<file path="config.mk">
export PLATFORM = sky130hd
export DESIGN_NAME = shell_line_tokenizer
export DESIGN_NICKNAME = d
export VERILOG_FILES = /design/src/rtl/core/shltok_pkg.sv /design/src/rtl/core/shell_line_tokenizer.sv
export SDC_FILE = /design/constraint.sdc
export NUM_CORES = 1
export LEC_CHECK = 0
export BUFFER_PORTS_ARGS = -buffer_cell sky130_fd_sc_hd__buf_2
export CAP_MARGIN = 20
export CORE_AREA = 2 2 65 67
export DETAILED_ROUTE_END_ITERATION = 8
export DIE_AREA = 0 0 67 69
export PLACE_DENSITY = 0.76
export SLEW_MARGIN = 20
export SYNTH_ARGS = -nofsm -noshare
export SYNTH_HDL_FRONTEND = slang
export SYNTH_SLANG_ARGS = --single-unit
</file>
<file path="constraint.sdc">
create_clock -name clk -period 4 [get_ports clk]
set_input_delay 0.2 -clock clk [delete_from_list [all_inputs] [get_ports clk]]
set_output_delay 0.2 -clock clk [all_outputs]
set_load 0.02 [all_outputs]
</file>
<file path="src/rtl/core/shltok_pkg.sv">
`timescale 1ns / 1ps
// ----------------------------------------------------------------------------
// shltok_pkg
// Shared constants, byte classes and beat layouts for the command line lexer.
// ----------------------------------------------------------------------------
package shltok_pkg;

  // Default size of the word store.
  localparam int MAX_WORDS_DEF = 32;

  // Widths fixed by the beat layouts.
  localparam int CHAR_W   = 8;
  localparam int KIND_W   = 2;
  localparam int IDX_W    = 6;
  localparam int IN_DW    = 8;
  localparam int OUT_DW   = 16;
  localparam int MODE_W   = 3;

  // Lexer modes.
  localparam logic [MODE_W-1:0] MODE_BETWEEN = 3'd0;
  localparam logic [MODE_W-1:0] MODE_PLAIN   = 3'd1;
  localparam logic [MODE_W-1:0] MODE_SPECIAL = 3'd2;
  localparam logic [MODE_W-1:0] MODE_QUOTE   = 3'd3;
  localparam logic [MODE_W-1:0] MODE_COMMENT = 3'd4;

  // Token kinds.
  localparam logic [KIND_W-1:0] KIND_PLAIN   = 2'd0;
  localparam logic [KIND_W-1:0] KIND_QUOTED  = 2'd1;
  localparam logic [KIND_W-1:0] KIND_SPECIAL = 2'd2;

  // Byte codes the lexer reacts to.
  localparam logic [CHAR_W-1:0] CH_NUL   = 8'h00;
  localparam logic [CHAR_W-1:0] CH_TAB   = 8'h09;
  localparam logic [CHAR_W-1:0] CH_LF    = 8'h0A;
  localparam logic [CHAR_W-1:0] CH_SPACE = 8'h20;
  localparam logic [CHAR_W-1:0] CH_DQUOT = 8'h22;
  localparam logic [CHAR_W-1:0] CH_HASH  = 8'h23;
  localparam logic [CHAR_W-1:0] CH_SQUOT = 8'h27;
  localparam logic [CHAR_W-1:0] CH_GT    = 8'h3E;
  localparam logic [CHAR_W-1:0] CH_BTICK = 8'h60;
  localparam logic [CHAR_W-1:0] CH_PIPE  = 8'h7C;
  localparam logic [CHAR_W-1:0] CH_EOF   = 8'hFF;

  function automatic logic is_ws(input logic [CHAR_W-1:0] c);
    return (c == CH_SPACE) || (c == CH_TAB) || (c == CH_LF) ||
           (c == CH_EOF) || (c == CH_NUL);
  endfunction

  function automatic logic is_sign(input logic [CHAR_W-1:0] c);
    return (c == CH_PIPE) || (c == CH_GT);
  endfunction

  function automatic logic is_quote(input logic [CHAR_W-1:0] c);
    return (c == CH_DQUOT) || (c == CH_SQUOT) || (c == CH_BTICK);
  endfunction

  // Result beat payload, highest bit first.
  typedef struct packed {
    logic [OUT_DW-12:0] pad;
    logic               store_overflow;
    logic               empty_line;
    logic [IDX_W-1:0]   word_index;
    logic               in_token;
    logic               becomes_terminator;
    logic               token_start;
  } out_data_t;

endpackage

</file>
<file path="src/rtl/core/shell_line_tokenizer.sv">
`timescale 1ns / 1ps
// ----------------------------------------------------------------------------
// shell_line_tokenizer
// Lexes a command line one byte per beat and marks token boundaries,
// token kinds and terminators for every byte.
// ----------------------------------------------------------------------------
//
//   Channel  Direction  Beat contents
//   in_      slave      tdata: char_in; tlast: last_char
//   out_     master     tdata: token flags, word_index, empty_line, overflow;
//                       tuser: token_kind; tlast: line_done
//
// Every byte gives exactly one result beat, in the cycle after it is accepted.
// A new byte is taken in every cycle; the figure is set by the single result
// register, which also parts the two sides so that input keeps flowing while
// the sink takes the previous result. The lexer state (mode, open quote,
// word count, overflow flag) updates in the cycle of acceptance.
// Reset (rst_n low, synchronous) empties the result register and returns
// the lexer to between-tokens with an empty word store. If out_tready is
// low while a result waits, in_tready drops until that result is taken.
// The lexer state also returns to its reset value after each line's last byte.
//
module shell_line_tokenizer #(
  parameter int MaxWords = shltok_pkg::MAX_WORDS_DEF
) (
  input  logic                          clk,
  input  logic                          rst_n,
  input  logic                          in_tvalid,
  output logic                          in_tready,
  input  logic [shltok_pkg::IN_DW-1:0]  in_tdata,   // [7:0] char_in
  input  logic                          in_tlast,   // last_char
  output logic                          out_tvalid,
  input  logic                          out_tready,
  // [0] token_start, [1] becomes_terminator, [2] in_token,
  // [8:3] word_index, [9] empty_line, [10] store_overflow, [15:11] zero
  output logic [shltok_pkg::OUT_DW-1:0] out_tdata,
  output logic [shltok_pkg::KIND_W-1:0] out_tuser,  // [1:0] token_kind
  output logic                          out_tlast   // line_done
);
  import shltok_pkg::*;

  // The word count must be able to hold MaxWords itself.
  localparam int WC_W = $clog2(MaxWords + 1);
  localparam logic [WC_W-1:0]  WC_MAX  = WC_W'(MaxWords);
  localparam logic [IDX_W-1:0] OVF_IDX = IDX_W'(MaxWords);

  // Lexer state.
  logic [MODE_W-1:0] mode_r,  mode_nxt;
  logic [CHAR_W-1:0] quote_r, quote_nxt;
  logic [WC_W-1:0]   wc_r,    wc_nxt;
  logic              ovf_r,   ovf_nxt;

  // Result register.
  logic              vld_r;
  out_data_t         dat_r,   dat_nxt;
  logic [KIND_W-1:0] kind_r,  kind_nxt;
  logic              last_r;

  logic [CHAR_W-1:0] c;
  logic              accept;
  logic              ws, sign;
  logic              begin_tok;
  logic [WC_W-1:0]   wc_dec;
  logic [WC_W+IDX_W-1:0] wc_ext;
  logic [WC_W+IDX_W-1:0] wcr_ext;
  logic [IDX_W-1:0]  cur_idx;
  logic [IDX_W-1:0]  new_idx;

  assign c         = in_tdata[CHAR_W-1:0];
  assign in_tready = !vld_r || out_tready;
  assign accept    = in_tvalid && in_tready;
  assign ws        = is_ws(c);
  assign sign      = is_sign(c);

  // A byte opens a token when it is text at a token start, or when it breaks
  // a plain word with a sign, or breaks a run of signs with other text.
  always_comb begin
    case (mode_r)
      MODE_BETWEEN: begin_tok = !ws;
      MODE_PLAIN:   begin_tok = sign;
      MODE_SPECIAL: begin_tok = !ws && !sign;
      MODE_QUOTE:   begin_tok = 1'b0;
      MODE_COMMENT: begin_tok = 1'b0;
      default:      begin_tok = !ws;
    endcase
  end

  // Index of the token in progress, taken from the stored count and flag.
  assign wc_dec  = (wc_r != '0) ? (wc_r - WC_W'(1)) : '0;
  assign wc_ext  = {{IDX_W{1'b0}}, wc_dec};
  assign cur_idx = ovf_r ? OVF_IDX : wc_ext[IDX_W-1:0];

  // Index of a token opened by this byte: the next free slot, or the
  // overflow index once the store is full.
  assign wcr_ext = {{IDX_W{1'b0}}, wc_r};
  assign new_idx = (wc_r < WC_MAX) ? wcr_ext[IDX_W-1:0] : OVF_IDX;

  always_comb begin
    mode_nxt  = mode_r;
    quote_nxt = quote_r;
    wc_nxt    = wc_r;
    ovf_nxt   = ovf_r;
    dat_nxt   = '0;
    kind_nxt  = KIND_PLAIN;

    if (begin_tok) begin
      if (c == CH_HASH) begin
        // A comment drops the rest of the line.
        mode_nxt = MODE_COMMENT;
      end else begin
        if (wc_r < WC_MAX) begin
          wc_nxt = wc_r + WC_W'(1);
        end else begin
          ovf_nxt = 1'b1;
        end
        dat_nxt.token_start = 1'b1;
        dat_nxt.word_index  = new_idx;
        if (is_quote(c)) begin
          mode_nxt  = MODE_QUOTE;
          quote_nxt = c;
          kind_nxt  = KIND_QUOTED;
        end else if (sign) begin
          mode_nxt         = MODE_SPECIAL;
          kind_nxt         = KIND_SPECIAL;
          dat_nxt.in_token = 1'b1;
        end else begin
          mode_nxt         = MODE_PLAIN;
          kind_nxt         = KIND_PLAIN;
          dat_nxt.in_token = 1'b1;
        end
      end
    end else begin
      case (mode_r)
        MODE_PLAIN, MODE_SPECIAL: begin
          kind_nxt           = (mode_r == MODE_SPECIAL) ? KIND_SPECIAL : KIND_PLAIN;
          dat_nxt.word_index = cur_idx;
          if (ws) begin
            dat_nxt.becomes_terminator = 1'b1;
            mode_nxt                   = MODE_BETWEEN;
          end else begin
            dat_nxt.in_token = 1'b1;
          end
        end
        MODE_QUOTE: begin
          kind_nxt           = KIND_QUOTED;
          dat_nxt.word_index = cur_idx;
          if (c == quote_r) begin
            dat_nxt.becomes_terminator = 1'b1;
            mode_nxt                   = MODE_BETWEEN;
            quote_nxt                  = '0;
          end else begin
            dat_nxt.in_token = 1'b1;
          end
        end
        MODE_COMMENT: begin
          mode_nxt = MODE_COMMENT;
        end
        default: begin
          // Whitespace between tokens, or an unused code falling back.
          mode_nxt = MODE_BETWEEN;
        end
      endcase
    end

    dat_nxt.empty_line     = in_tlast && (wc_nxt == '0) && !ovf_nxt;
    dat_nxt.store_overflow = ovf_nxt;
  end

  // State: updated on each accepted byte, cleared at line end.
  always_ff @(posedge clk) begin
    if (!rst_n) begin
      mode_r  <= MODE_BETWEEN;
      quote_r <= '0;
      wc_r    <= '0;
      ovf_r   <= 1'b0;
    end else if (accept) begin
      if (in_tlast) begin
        mode_r  <= MODE_BETWEEN;
        quote_r <= '0;
        wc_r    <= '0;
        ovf_r   <= 1'b0;
      end else begin
        mode_r  <= mode_nxt;
        quote_r <= quote_nxt;
        wc_r    <= wc_nxt;
        ovf_r   <= ovf_nxt;
      end
    end
  end

  // Result register: loads on every accepted byte.
  always_ff @(posedge clk) begin
    if (!rst_n) begin
      vld_r <= 1'b0;
    end else if (accept) begin
      vld_r <= 1'b1;
    end else if (out_tready) begin
      vld_r <= 1'b0;
    end
  end

  always_ff @(posedge clk) begin
    if (accept) begin
      dat_r  <= dat_nxt;
      kind_r <= kind_nxt;
      last_r <= in_tlast;
    end
  end

  assign out_tvalid = vld_r;
  assign out_tdata  = dat_r;
  assign out_tuser  = kind_r;
  assign out_tlast  = last_r;

`ifndef SYNTHESIS
  // The line end leaves the lexer between tokens with an empty store.
  a_line_end_clears: assert property (@(posedge clk) disable iff (!rst_n)
    accept && in_tlast |=> (mode_r == MODE_BETWEEN) && (wc_r == '0) && !ovf_r)
    else $error("lexer state not cleared after line end");

  // The word count never passes the store size.
  a_count_bound: assert property (@(posedge clk) disable iff (!rst_n)
    wc_r <= WC_MAX)
    else $error("word count exceeds store size");

  // An empty line is only reported on the last beat of a line.
  a_empty_on_last: assert property (@(posedge clk) disable iff (!rst_n)
    out_tvalid && dat_r.empty_line |-> out_tlast)
    else $error("empty_line without line_done");

  // A beat that starts a token is never a terminator.
  a_start_not_term: assert property (@(posedge clk) disable iff (!rst_n)
    out_tvalid && dat_r.token_start |-> !dat_r.becomes_terminator)
    else $error("token start flagged as terminator");
`endif

endmodule

</file>
==> impl_results.md <==
- Design area: 2290 um2
- RSZ-0062 raised after global routing: false
- Arr. time, crit path: approximately 2.5 ns
- WP data required: 4.22 ns
- Crit Reg-Reg Startpoint: out_tvalid
- Vias in the first global route: ~1700
- Hold Path Class: in2reg
- All-Layer GR Usage: 21.5%
- Max cap viols: 0
- Slew Limit Fails: 0
- R2R depth: 6
- Synth top area share: 20.3%
- Setup crit start kind: register
- Vias/cell: 6.02
- First-pass GRT wire length: between 7000 and 8000 um
- CORE AREA: between 3000 and 4000 um2
- Highest routed layer: met4
- Yosys warning count: 0
- Num rows: 23
- Most common cell in the netlist: dfxtp_1
- Per-cell routed wire length: 15.1 um
- N_diodes: 0
- Post-CTS Setup Repair Bufs: 0
- Post-synthesis sequential area ratio: 38.7%
- ANT nets after route: 0
- Fin Setup TNS: 0 ns
- Kind of critical path: reg2reg
- Leakage: 0.000883 uW
- Starting DRC count in detailed routing: 112
- CTS Sinks: 33
- Starting Density: 52.9%
- Synth cell count leaders: dfxtp_1, nor2_1, nand2_1
- IO Count: 34
- Largest net degree at the start of global routing: 19
- Worst-Margin Slew: 0.758 ns
- PostCTS Resize Cnt: 0
- Share of cells above drive strength 1: about a fifth
- Total gr overflow: 0
- Worst skew pair latency: 0.29 ns
- Hold path start: in_tvalid
- Post-Syn Area per Cell: 9.20 um2
- Total number of vias: roughly 1800
- # H-tree levels: 2
- Post-Syn Instances: between 200 and 250
- Status: complete, no violations
- FFs w/ async S/R, synth: 0%
- First-pass DRT Iterations: 4
- Total Routed Length: between 4000 and 5000 um
- Final min period: 2.32 ns
- Area Growth Syn to Fin: 10.8%
- Worst-path clk slew: 0.06 ns
- CTS buffer count: 5
- DIE AREA: 4620 um2
- Detail Placement HPWL: approximately 3300 um
- Period utilization: 58.0%
- Antenna violations before repair: 0
- WL met2: 2070 um
- Number of hold-slack violations in the final timing report: 0
- Placed Instance Area: 2200 um2
- Met3 routed WL: around 310 um
- Port Buffers: 28
- Final setup viols: 0
- Most used DFF post-synth: dfxtp_1
- Layout filler cell count: 372
- TritonCTS clock tree: done
- CP Capture Type: register
- Worst setup path startpoint: out_tvalid
- WHS: 0.159 ns
- Cell taking the most area after synthesis: edfxtp_1
- Pwr Density: about 320 nW/um2
- DRC: 0
- Met1 WL: between 2000 and 2500 um
- Top cells by area, synth: edfxtp_1, dfxtp_1, xnor2_1
- Hold depth: 3
- Achievable frequency: 431 MHz
- VDD IR max: roughly 0.00014 V
- Die width: 67 um
- Hold Buf Count CTS: 0
- RD Place Congestion: 0.902
- Maximum fanout along the worst path: 18
- Nets@finish: 268
- CTS max path bufs: 2
- Number of enable flip-flop cells after synthesis: 14
- Flops & latches, synth: 33
- Root Driver: clkbuf_8
- Worst Skew: approximately 0.014 ns
- Mapped Area: 2070 um2
- Worst rel slew slack: 49.0%
- Pre-CTS setup slack: 1.62 ns
- Number of distinct library cells after synthesis: 60
- Final worst setup slack: 1.68 ns
- Die H: 69 um
-- cell usage in the layout, fill, tap and decap left out, drive strengths merged, types with 3 or more instances in the layout --
master,count
and2,3
o22ai,3
a21oi,12
dfxtp,19
ha,4
o21ai,15
nand4,5
a41oi,3
conb,5
nor2,18
nand3,10
clkbuf,8
nor4,4
inv,13
nand2,16
nor3,6
buf,29
xnor2,9
a22o,4
edfxtp,14
a31oi,5
or3,4
-- power breakdown --
| group | switching (uW) | internal, uW |
|---|---|---|
| Sequential | 5.02 | 362 |
| Clock | 117 | 140 |
| Combinational | 73.6 | 36.7 |
-- worst max-delay path, cell delays in order (launching register included) --
cell and delay [ns]:
dfxtp_1 0.30, nand2b_1 0.10, nand2_1 0.23, inv_1 0.58, nand2_1 0.21, nor4_1 0.61
a22o_1 0.22
-- registers in the layout, indices dropped and copies added (netlist names) --
register and flops:
out_tlast 1, out_tdata 11, out_tvalid 1, out_tuser 2, wc_r 6, mode_r 3, ovf_r 1, quote_r 8
-- cell type report --
class	instances	area, um2	share of cell area [%]
Clock buffer	8	90.1	3.93
Inverter	13	48.8	2.13
Multi-Input combinational cell	169	1140	49.9
Sequential cell	33	801	34.9
Tap cell	50	62.6	2.73
Timing Repair Buffer	29	148	6.44
-- final timing paths --
path | slack (ns) | endpoint
setup reg to reg | 1.68 | quote_r[2]
hold reg to reg | 0.48 | quote_r[5]
setup / recovery | 1.68 | quote_r[2]
hold / removal | 0.16 | out_tvalid
-- stage by stage --
step,total power [uW],util [%],std cells
finish,734,58.6,302
global route,769,58.6,302
CTS,740,58.6,302
detailed placement,484,56.3,294
floorplan,458,-,229
global placement,483,56.3,294
-- kinds of logic (layout without fill, tap and decap cells) --
kind of cell             after synthesis  count (layout)  share of synthesized area (%)
AND/OR/NAND/NOR                       80              80                           21.6
AO/OA/AOI/OAI                         67              67                           24.7
flip-flops                            33              33                           38.7
buffers and inverters                 27              50                           6.83
XOR/XNOR                              11              11                           4.65
adder cells (fa/ha/maj)                4               4                           2.42
multiplexers                           2               2                          0.967
other                                  1               5                          0.181
-- per-layer routing --
layer	vias to the layer above	GRT usage, %
li1	889	-
met1	842	29.6
met2	73	31.4
met3	14	5.71
met4	0	9.07
met5	-	0
No activity file was read; power rests on OpenSTA's default activity.
